<file path="config.mk">
export PLATFORM = sky130hd
export DESIGN_NAME = circular_deque_unit
export DESIGN_NICKNAME = d
export VERILOG_FILES = /design/src/sv/cdq_pkg.sv /design/src/sv/cdq_cell.sv /design/src/sv/circular_deque_unit.sv
export SDC_FILE = /design/constraint.sdc
export NUM_CORES = 1
export LEC_CHECK = 0
export BUFFER_PORTS_ARGS = -buffer_cell sky130_fd_sc_hd__buf_4
export CAP_MARGIN = 10
export CORE_MARGIN = 2
export CORE_UTILIZATION = 34
export CTS_CLUSTER_SIZE = 20
export DETAILED_ROUTE_END_ITERATION = 6
export SLEW_MARGIN = 20
export SYNTH_ARGS = -nofsm -noshare
export SYNTH_HDL_FRONTEND = slang
export SYNTH_SLANG_ARGS = --single-unit
</file>
<file path="constraint.sdc">
create_clock -name clk -period 3.93 [get_ports clk]
set_input_delay 0.5895 -clock clk [delete_from_list [all_inputs] [get_ports clk]]
set_output_delay 0.5895 -clock clk [all_outputs]
set_load 0.01 [all_outputs]
</file>
<file path="src/sv/cdq_pkg.sv">
package cdq_pkg;

    localparam int DEPTH      = 8;
    localparam int DATA_WIDTH = 32;

    typedef enum logic [1:0] {
        OP_PUSH_FRONT = 2'd0,
        OP_PUSH_BACK  = 2'd1,
        OP_POP_FRONT  = 2'd2,
        OP_POP_BACK   = 2'd3
    } op_t;

    typedef enum logic [1:0] {
        ST_OK    = 2'd0,
        ST_FULL  = 2'd1,
        ST_EMPTY = 2'd2
    } status_t;

    typedef struct packed {
        logic en;
        op_t  op;
    } cell_cmd_t;

    typedef struct packed {
        logic                  occ;
        logic [DATA_WIDTH-1:0] data;
    } cell_link_t;

endpackage

</file>
<file path="src/sv/cdq_cell.sv">
module cdq_cell (
    input  logic                               clk,
    input  logic                               rst_n,
    input  cdq_pkg::cell_cmd_t                 cmd,
    input  logic [cdq_pkg::DATA_WIDTH-1:0]     push_data,
    input  cdq_pkg::cell_link_t                left,
    input  cdq_pkg::cell_link_t                right,
    output cdq_pkg::cell_link_t                self,
    output logic [cdq_pkg::DATA_WIDTH-1:0]     tail_data
);

    logic                              occ_reg;
    logic                              occ_next;
    logic [cdq_pkg::DATA_WIDTH-1:0]    data_reg;
    logic [cdq_pkg::DATA_WIDTH-1:0]    data_next;
    logic                              is_tail;

    assign is_tail   = occ_reg && !right.occ;
    assign tail_data = is_tail ? data_reg : '0;
    assign self.occ  = occ_reg;
    assign self.data = data_reg;

    always_comb
    begin
        occ_next  = occ_reg;
        data_next = data_reg;
        if (cmd.en)
        begin
            case (cmd.op)
                cdq_pkg::OP_PUSH_FRONT:
                begin
                    occ_next  = left.occ;
                    data_next = left.data;
                end
                cdq_pkg::OP_PUSH_BACK:
                begin
                    if (!occ_reg && left.occ)
                    begin
                        occ_next  = 1'b1;
                        data_next = push_data;
                    end
                end
                cdq_pkg::OP_POP_FRONT:
                begin
                    occ_next  = right.occ;
                    data_next = right.data;
                end
                cdq_pkg::OP_POP_BACK:
                begin
                    if (is_tail)
                    begin
                        occ_next = 1'b0;
                    end
                end
                default:
                begin
                    occ_next = occ_reg;
                end
            endcase
        end
    end

    always_ff @(posedge clk or negedge rst_n)
    begin
        if (!rst_n)
        begin
            occ_reg <= 1'b0;
        end
        else
        begin
            occ_reg <= occ_next;
        end
    end

    always_ff @(posedge clk)
    begin
        data_reg <= data_next;
    end

endmodule

</file>
<file path="src/sv/circular_deque_unit.sv">
// double-ended queue of cdq_pkg::DEPTH words, kept as a row of cells in
// logical order: the front element sits in the first cell, the back element
// in the last occupied one
// input channel: in_valid / in_ready with opcode and push_value
//   push front, push back, pop front, pop back
// output channel: out_valid / out_ready with pop_value, status, is_empty and
// is_full; exactly one result beat per input beat, in order
// the result is registered: it is presented in the cycle after its input beat is taken
// throughput: one beat per cycle while the receiver keeps out_ready high; every
// cell shifts or loads in the same cycle, so no operation needs more than one step
// a push to a full queue or a pop from an empty one gives a reject status,
// a zero pop_value and leaves the contents alone
// if the receiver stalls, the result register holds and in_ready drops
// until the held beat is taken
// reset empties the queue at once (occupancy bits cleared) and drops
// out_valid; the data words are not cleared
module circular_deque_unit (
    input  logic               clk,
    input  logic               rst_n,
    input  logic               in_valid,
    output logic               in_ready,
    input  logic [1:0]         opcode,
    input  logic signed [31:0] push_value,
    output logic               out_valid,
    input  logic               out_ready,
    output logic signed [31:0] pop_value,
    output logic [1:0]         status,
    output logic               is_empty,
    output logic               is_full
);

    localparam int D  = cdq_pkg::DEPTH;
    localparam int DW = cdq_pkg::DATA_WIDTH;

    cdq_pkg::op_t             op;
    cdq_pkg::cell_cmd_t       cmd;
    cdq_pkg::cell_link_t      left_link  [D];
    cdq_pkg::cell_link_t      right_link [D];
    cdq_pkg::cell_link_t      cell_link  [D];
    logic [DW-1:0]            tail_data  [D];
    logic [DW-1:0]            tail_or;
    logic [DW-1:0]            push_data;
    logic [D-1:0]             occ_vec;
    logic                     accept;
    logic                     is_push;
    logic                     now_empty;
    logic                     now_full;
    logic                     reject;

    logic                     out_valid_reg;
    logic                     out_valid_next;
    logic signed [31:0]       pop_value_reg;
    logic signed [31:0]       pop_value_next;
    cdq_pkg::status_t         status_reg;
    cdq_pkg::status_t         status_next;
    logic                     is_empty_reg;
    logic                     is_empty_next;
    logic                     is_full_reg;
    logic                     is_full_next;

    assign op        = cdq_pkg::op_t'(opcode);
    assign in_ready  = !out_valid_reg || out_ready;
    assign accept    = in_valid && in_ready;
    assign push_data = DW'($unsigned(push_value));
    assign is_push   = (op == cdq_pkg::OP_PUSH_FRONT) || (op == cdq_pkg::OP_PUSH_BACK);
    assign now_empty = !occ_vec[0];
    assign now_full  = occ_vec[D-1];
    assign reject    = is_push ? now_full : now_empty;
    assign cmd.en    = accept && !reject;
    assign cmd.op    = op;

    genvar g;
    generate
        for (g = 0; g < D; g++)
        begin : g_cell
            if (g == 0)
            begin : g_first
                assign left_link[g].occ  = 1'b1;
                assign left_link[g].data = push_data;
            end
            else
            begin : g_mid
                assign left_link[g] = cell_link[g-1];
            end

            if (g == D - 1)
            begin : g_last
                assign right_link[g].occ  = 1'b0;
                assign right_link[g].data = '0;
            end
            else
            begin : g_inner
                assign right_link[g] = cell_link[g+1];
            end

            assign occ_vec[g] = cell_link[g].occ;

            cdq_cell u_cell (
                .clk       (clk),
                .rst_n     (rst_n),
                .cmd       (cmd),
                .push_data (push_data),
                .left      (left_link[g]),
                .right     (right_link[g]),
                .self      (cell_link[g]),
                .tail_data (tail_data[g])
            );
        end
    endgenerate

    // back element: exactly one cell flags itself as tail when not empty
    always_comb
    begin
        tail_or = '0;
        for (int i = 0; i < D; i++)
        begin
            tail_or = tail_or | tail_data[i];
        end
    end

    always_comb
    begin
        out_valid_next = out_valid_reg;
        pop_value_next = pop_value_reg;
        status_next    = status_reg;
        is_empty_next  = is_empty_reg;
        is_full_next   = is_full_reg;
        if (out_valid_reg && out_ready)
        begin
            out_valid_next = 1'b0;
        end
        if (accept)
        begin
            out_valid_next = 1'b1;
            pop_value_next = '0;
            if (is_push)
            begin
                status_next   = now_full ? cdq_pkg::ST_FULL : cdq_pkg::ST_OK;
                is_empty_next = 1'b0;
                is_full_next  = occ_vec[D-2];
            end
            else
            begin
                status_next   = now_empty ? cdq_pkg::ST_EMPTY : cdq_pkg::ST_OK;
                is_empty_next = !occ_vec[1];
                is_full_next  = 1'b0;
                if (!now_empty)
                begin
                    if (op == cdq_pkg::OP_POP_FRONT)
                    begin
                        pop_value_next = 32'($unsigned(cell_link[0].data));
                    end
                    else
                    begin
                        pop_value_next = 32'($unsigned(tail_or));
                    end
                end
            end
        end
    end

    always_ff @(posedge clk or negedge rst_n)
    begin
        if (!rst_n)
        begin
            out_valid_reg <= 1'b0;
        end
        else
        begin
            out_valid_reg <= out_valid_next;
        end
    end

    always_ff @(posedge clk)
    begin
        pop_value_reg <= pop_value_next;
        status_reg    <= status_next;
        is_empty_reg  <= is_empty_next;
        is_full_reg   <= is_full_next;
    end

    assign out_valid = out_valid_reg;
    assign pop_value = pop_value_reg;
    assign status    = status_reg;
    assign is_empty  = is_empty_reg;
    assign is_full   = is_full_reg;

    // occupied cells stay packed towards the front
    a_packed: assert property (@(posedge clk) disable iff (!rst_n)
        (occ_vec & ~{occ_vec[D-2:0], 1'b1}) == '0)
        else $error("gap in occupied cells");

    a_full_reject: assert property (@(posedge clk) disable iff (!rst_n)
        accept && is_push && now_full |=> out_valid && status_reg == cdq_pkg::ST_FULL
            && is_full_reg && $stable(occ_vec))
        else $error("push to full queue not rejected cleanly");

    a_pop_front: assert property (@(posedge clk) disable iff (!rst_n)
        accept && op == cdq_pkg::OP_POP_FRONT && !now_empty
            |=> pop_value_reg == 32'($unsigned($past(cell_link[0].data))))
        else $error("pop front returned wrong word");

    a_flags: assert property (@(posedge clk) disable iff (!rst_n)
        out_valid_reg |-> !(is_empty_reg && is_full_reg))
        else $error("empty and full both set");

endmodule
</file>
==> results of run 1 <==
layout by cell type (no fill, tap or decap), types with 2 or more instances in the layout:
cell / instances
a21oi_1: 400
edfxtp_1: 292
nor2_1: 195
buf_4: 101
mux2_2: 64
a22oi_1: 64
a222oi_1: 37
clkbuf_16: 35
and2_1: 32
nand3_1: 32
a22o_1: 32
clkinv_1: 11
buf_12: 11
nand2b_1: 10
dfrtp_1: 9
a21oi_4: 8
inv_1: 7
o21a_1: 7
nor2b_2: 6
a21oi_2: 5
clkbuf_1: 5
nand2_1: 4
bufinv_16: 3
clkinv_2: 3
nor3_1: 2
ha_4: 2
worst max path at each step:
stage | from | endpoint | slack [ps] | cells after the start
finish | opcode[1] | g_cell[0].u_cell.data_reg[14] | 1230 | 7
floorplan | opcode[0] | g_cell[0].u_cell.data_reg[0] | 260 | 6
global route | opcode[1] | g_cell[0].u_cell.data_reg[14] | 1120 | 7
detailed placement | opcode[1] | g_cell[0].u_cell.data_reg[17] | 670 | 7
global placement | opcode[1] | g_cell[0].u_cell.data_reg[18] | 750 | 7
CTS | opcode[1] | g_cell[0].u_cell.data_reg[7] | 1210 | 7
power breakdown:
group	leakage (nW)	total, mW	switching (mW)	internal [mW]
Sequential	2.82	4.40	0.295	4.11
Clock	0.513	3.07	1.26	1.81
Combinational	2.47	2.97	1.88	1.09
synth_stat cells (6+ instances only):
cell      number  area (sq um)
a21oi_1      407          2040
edfxtp_1     292          8770
nor2_1       196           736
clkbuf_1     125           469
a22oi_1       64           480
mux2_2        64           721
a222oi_1      37           370
a22o_1        32           280
and2_1        32           200
nand3_1       32           160
buf_2         11          55.1
nand2b_1      10          62.6
buf_1          9          33.8
dfrtp_1        9           225
inv_1          8          30.0
nor2b_1        7          43.8
o21a_1         7          52.6
a21oi_2        6          52.6
metrics by stage:
step	area, sq um	worst slack (ps)
CTS	17300	1210
floorplan	15000	263
global route	17300	1120
global placement	16300	753
detailed placement	16300	672
finish	17300	1230
area by class of cell:
type	instances	area, sq um
fillers	4113	25900
flip-flops and latches	301	8990
multi-input cells	915	5530
repair buffers	113	988
clock buffers	40	895
well taps	585	732
clock inverters	18	155
inverters	8	30.0
tightest hold or removal path, cell delays in order:
cell and delay (ps):
buf_4 80, inv_1 80, nand2_1 70
what timing repair did:
item	CTS	global route
hold endpoints to repair	9	0
hold buffers	1	0
buffers inserted	0	0
metal layers:
| metal | vias up | global-route usage, % | wire [microns] |
|---|---|---|---|
| li1 | 5216 | - | - |
| met1 | 5498 | 24.2 | 17600 |
| met2 | 406 | 29.9 | 19700 |
| met3 | 57 | 2.56 | 2670 |
| met4 | 0 | 4.29 | 713 |
| met5 | - | 0 | 0 |
cells by family (layout without fill, tap and decap cells):
family | count (synthesis) | count (layout) | share of synthesized area (%)
flops | 301 | 301 | 60.1
simple gates | 285 | 285 | 8.31
mux | 64 | 64 | 4.81
fa+ha+maj | 4 | 4 | 0.334
buf+inv | 154 | 179 | 4.00
compound gates | 562 | 562 | 22.5
==> flow_metrics.env, run 1 <==
export IMPL_status="finished, violations left"
export IMPL_violations="design-rule violations"
export IMPL_synth_cell_type_count=33
export IMPL_period_share_pct=68.6
export IMPL_clock_path_buffers=3
export IMPL_area_growth_pct=15.6
export IMPL_ant_nets=0
export IMPL_die_x_microns=214
export IMPL_syn_area_sq_um=15000
export IMPL_fin_tns_setup_ps=0
export IMPL_p_total_mw=10.4
export IMPL_drt_iter0_markers=1301
export IMPL_grt_overflow_total=0
export IMPL_dp_cells=1921
export IMPL_nets=1415
export IMPL_slew_viol_final=0
export IMPL_ys_ff_latch=301
export IMPL_path_buf_inv=3
export IMPL_dieArea_sq_um=45700
export IMPL_syn_inst=1370
export IMPL_num_rows=76
export IMPL_numCtsBuffers=34
export IMPL_syn_area_per_cell_sq_um=10.9
export IMPL_worst_r2r_setup_slack_ps=1460
export IMPL_clk_latency_ps=520
export IMPL_slew_headroom_pct=32.5
export IMPL_viasPerCell=5.64
export IMPL_drt_first_pass_iters=7
export IMPL_synth_edff_count=292
export IMPL_fmax_ghz=0.371
export IMPL_io_buffer_count=75
export IMPL_largest_reg_flops=256
export IMPL_path_max_fanout=23
export IMPL_period_minus_slack_ps=2700
export IMPL_start_util_pct=34.6
export IMPL_worst_clock_skew_ps=20.1
export IMPL_hold_end="out_valid"
export IMPL_reg2regPathDepth=4
export IMPL_p_leak_nw=5.80
export IMPL_cts_repair_resized=0
export IMPL_setup_viol=0
export IMPL_cts_tree="built"
export IMPL_critPathMaxStageDelay_ps=590
export IMPL_track_usage_pct=17.8
export IMPL_num_vias=11177
export IMPL_hp_start="in_valid"
export IMPL_antenna_cells=0
export IMPL_io_pins=76
export IMPL_first_global_vias=10812
export IMPL_whs_path_depth=3
export IMPL_critPathMostFrequentCell="buf_4"
export IMPL_ys_flop_type="edfxtp_1"
export IMPL_clkTransAtPathRegs_ps=60
export IMPL_die_h_microns=214
export IMPL_drc=3
export IMPL_fin_util_pct=40.0
export IMPL_async_flop_share_pct=2.99
export IMPL_synth_seq_area_share_pct=60.1
export IMPL_hpwl_microns=22500
export IMPL_hold_path_class="in2reg"
export IMPL_rr_startpoint="g_cell[0].u_cell.occ_reg"
export IMPL_grt_pass1_wl_microns=62900
export IMPL_p_per_area_nw_per_um2=603
export IMPL_grt_max_degree=140
export IMPL_drt_total_wl_microns=40700
export IMPL_worstSetupEndpointType="flip-flop"
export IMPL_root_buffer="clkbuf_16"
export IMPL_crit_slowest_cell="a211o_1"
export IMPL_hold_worst_slack_ps=361
export IMPL_antenna_found_initial=0
export IMPL_worst_setup_path_start_kind="primary input"
export IMPL_rsz0062_at_grt="no"
export IMPL_post_drt_wl_per_cell_microns=20.6
export IMPL_crit_required_ps=4110
export IMPL_design_core_area_sq_um=43300
export IMPL_crit_arrival_ps=2880
export IMPL_drv_cap=0
export IMPL_critPathKind="in2reg"
export IMPL_ir_drop_mv=0.494
export IMPL_drive_above_1_share_pct=17.6
export IMPL_yosysWarnings=0
export IMPL_finalNonFillerCells=1980
export IMPL_critPathTopFamily="compound AO/OA/AOI/OAI gates"
export IMPL_hold_violations=0
export IMPL_syn_nets=1412
export IMPL_htree_levels=2
export IMPL_tightest_slew_ps=1010
export IMPL_cts_num_sinks=301
export IMPL_gp_congestion=0.749
export IMPL_path_cells="buf_4, inv_1, ha_2, o21bai_1, a211o_1, a21oi_4, buf_4"
export IMPL_r2r_end="g_cell[0].u_cell.data_reg[14]"
(Power assumes the default switching activity.)
==> run 2, diff against run 1 <==
Clock period 3.93 ns to 2.35 ns, I/O delays scaled along.
==> run 2 against run 1 <==
Net effect:
- the run still ends with design-rule violations left
- via count up 2.3%
- largest cell class unchanged
- critical path depth down 1
- first-iteration DRC count up 25%
- die area unchanged
- critical path type is now reg2reg
- highest routed layer unchanged
==> flow_metrics.env, run 2 (same netlist as run 1, synthesis figures left out) <==
export IMPL_gp_congestion=0.809
export IMPL_fmax_ghz=0.493
export IMPL_period_share_pct=86.4
export IMPL_crit_arrival_ps=2270
export IMPL_crit_slowest_cell="dfrtp_1"
export IMPL_post_drt_wl_per_cell_microns=20.3
export IMPL_track_usage_pct=18.0
export IMPL_htree_levels=2
export IMPL_p_int_mw=11.9
export IMPL_worst_r2r_setup_slack_ps=320
export IMPL_use_met1_pct=25.1
export IMPL_p_total_mw=17.7
export IMPL_io_pins=76
export IMPL_setup_ws_ps=320
export IMPL_rsz0062_at_grt="no"
export IMPL_p_leak_nw=6.06
export IMPL_finalNonFillerCells=2026
export IMPL_area_growth_pct=18.8
export IMPL_antenna_cells=0
export IMPL_nets=1462
export IMPL_clk_latency_ps=510
export IMPL_io_buffer_count=75
export IMPL_finalInstanceArea_sq_um=17800
export IMPL_hp_start="in_valid"
export IMPL_hold_path_class="in2reg"
export IMPL_dieArea_sq_um=45700
export IMPL_drt_iter0_markers=1629
export IMPL_hold_worst_slack_ps=117
export IMPL_cts_num_sinks=301
export IMPL_r2r_end="pop_value[21]"
export IMPL_first_global_vias=11172
export IMPL_start_util_pct=34.6
export IMPL_die_x_microns=214
export IMPL_grt_busiest_layer="met2"
export IMPL_reg2regPathDepth=6
export IMPL_cp_endpoint="pop_value[21]"
export IMPL_ant_nets=0
export IMPL_cts_tree="built"
export IMPL_hold_violations=0
export IMPL_critPathKind="reg2reg"
export IMPL_swShare_pct=32.9
export IMPL_combPwrFrac_pct=30.4
export IMPL_critPathMostFrequentCell="buf_4"
export IMPL_drive_above_1_share_pct=20.4
export IMPL_grt_util_met3_pct=2.90
export IMPL_pre_cts_slack_ps=-23.1
export IMPL_grt_overflow_total=0
export IMPL_crit_required_ps=2590
export IMPL_path_max_fanout=32
export IMPL_p_seq_share_pct=41.5
export IMPL_layout_common_cells="a21oi_1, edfxtp_1, nor2_1"
export IMPL_hpwl_microns=25600
export IMPL_drt_total_wl_microns=41200
export IMPL_p_per_area_nw_per_um2=993
export IMPL_die_h_microns=214
export IMPL_critPathMaxStageDelay_ps=470
export IMPL_num_rows=76
export IMPL_grt_max_degree=74
export IMPL_slew_viol_final=0
export IMPL_num_vias=11437
export IMPL_drt_first_pass_iters=7
export IMPL_dp_cells=1966
export IMPL_rr_startpoint="g_cell[7].u_cell.occ_reg"
export IMPL_setup_viol=0
export IMPL_switchingPower_mw=5.82
export IMPL_status="finished, violations left"
export IMPL_clkPwrFrac_pct=28.1
export IMPL_critPathLaunch="g_cell[7].u_cell.occ_reg"
export IMPL_post_cts_buffers=0
export IMPL_post_dp_cell_area_sq_um=16700
export IMPL_worst_clock_skew_ps=11.3
export IMPL_worstSetupEndpointType="flip-flop"
export IMPL_period_minus_slack_ps=2030
export IMPL_clkTransAtPathRegs_ps=60
export IMPL_design_core_area_sq_um=43300
export IMPL_viasPerCell=5.65
export IMPL_root_buffer="clkbuf_16"
export IMPL_slew_headroom_pct=59.7
export IMPL_numCtsBuffers=35
export IMPL_final_common_cell="a21oi_1"
export IMPL_grt_pass1_wl_microns=64100
export IMPL_drc=21
export IMPL_critPathTopFamily="buffers and inverters"
export IMPL_grt_use_met2_pct=29.0
export IMPL_largest_reg_flops=256
export IMPL_path_buf_inv=2
export IMPL_clock_path_buffers=3
export IMPL_path_depth=6
export IMPL_antenna_found_initial=0
export IMPL_violations="design-rule violations"
export IMPL_ir_drop_mv=0.720
export IMPL_tightest_slew_ps=604
export IMPL_worst_setup_path_start_kind="flip-flop"
export IMPL_path_cells="buf_4, nor2b_2, buf_4, a22oi_1, nand3_1, a22o_1"
export IMPL_drv_cap=0
run 2: power groups by stage:
stage / combinational (mW) / sequential (mW) / clock (mW)
detailed placement: 5.30 / 7.43 / 0
floorplan: 3.15 / 7.36 / 0
global route: 5.82 / 7.42 / 5.27
global placement: 5.25 / 7.42 / 0
finish: 5.37 / 7.34 / 4.97
CTS: 5.32 / 7.33 / 5.07
run 2: cell type report:
| type | instances | area [sq um] |
|---|---|---|
| multi-input cells | 915 | 5550 |
| clock buffers | 46 | 960 |
| fillers | 4057 | 25500 |
| repair buffers | 159 | 1470 |
| well taps | 585 | 732 |
| clock inverters | 12 | 50.0 |
| flip-flops and latches | 301 | 8990 |
| inverters | 8 | 50.0 |
run 2: through the flow:
stage | TNS [ps] | util (%)
2_1_floorplan | -3770 | -
3_3_place_gp | -105 | 38.7
3_5_place_dp | -351 | 38.7
4_1_cts | 0 | 41.1
5_1_grt | 0 | 41.1
6_report | 0 | 41.1
run 2: worst min-delay path by stage:
stage | end | slack [ps] | depth (start not counted)
after floorplan | g_cell[0].u_cell.occ_reg | 60 | 0
after global placement | g_cell[7].u_cell.occ_reg | 190 | 1
after detailed placement | g_cell[7].u_cell.occ_reg | 190 | 1
after CTS | out_valid | 100 | 3
after global routing | out_valid | 110 | 3
final | out_valid | 120 | 3
run 2: timing repair:
action / CTS / global route
gates resized for setup: 0 / 1
hold endpoints to repair: 9 / 0
hold buffers: 1 / 0
endpoints found under the setup margin: 0 / 6
run 2: routing by layer:
metal | share of wire [%] | vias up
met4 | 2.4 | 0
met5 | 0 | -
met1 | 44 | 5569
met3 | 6.9 | 83
li1 | - | 5314
met2 | 47 | 471
run 2: worst reg2reg max path: stages, from the launching register on:
cell and delay [ps]:
dfrtp_1 470, buf_4 330, nor2b_2 70, buf_4 310, a22oi_1 220, nand3_1 110
a22o_1 270
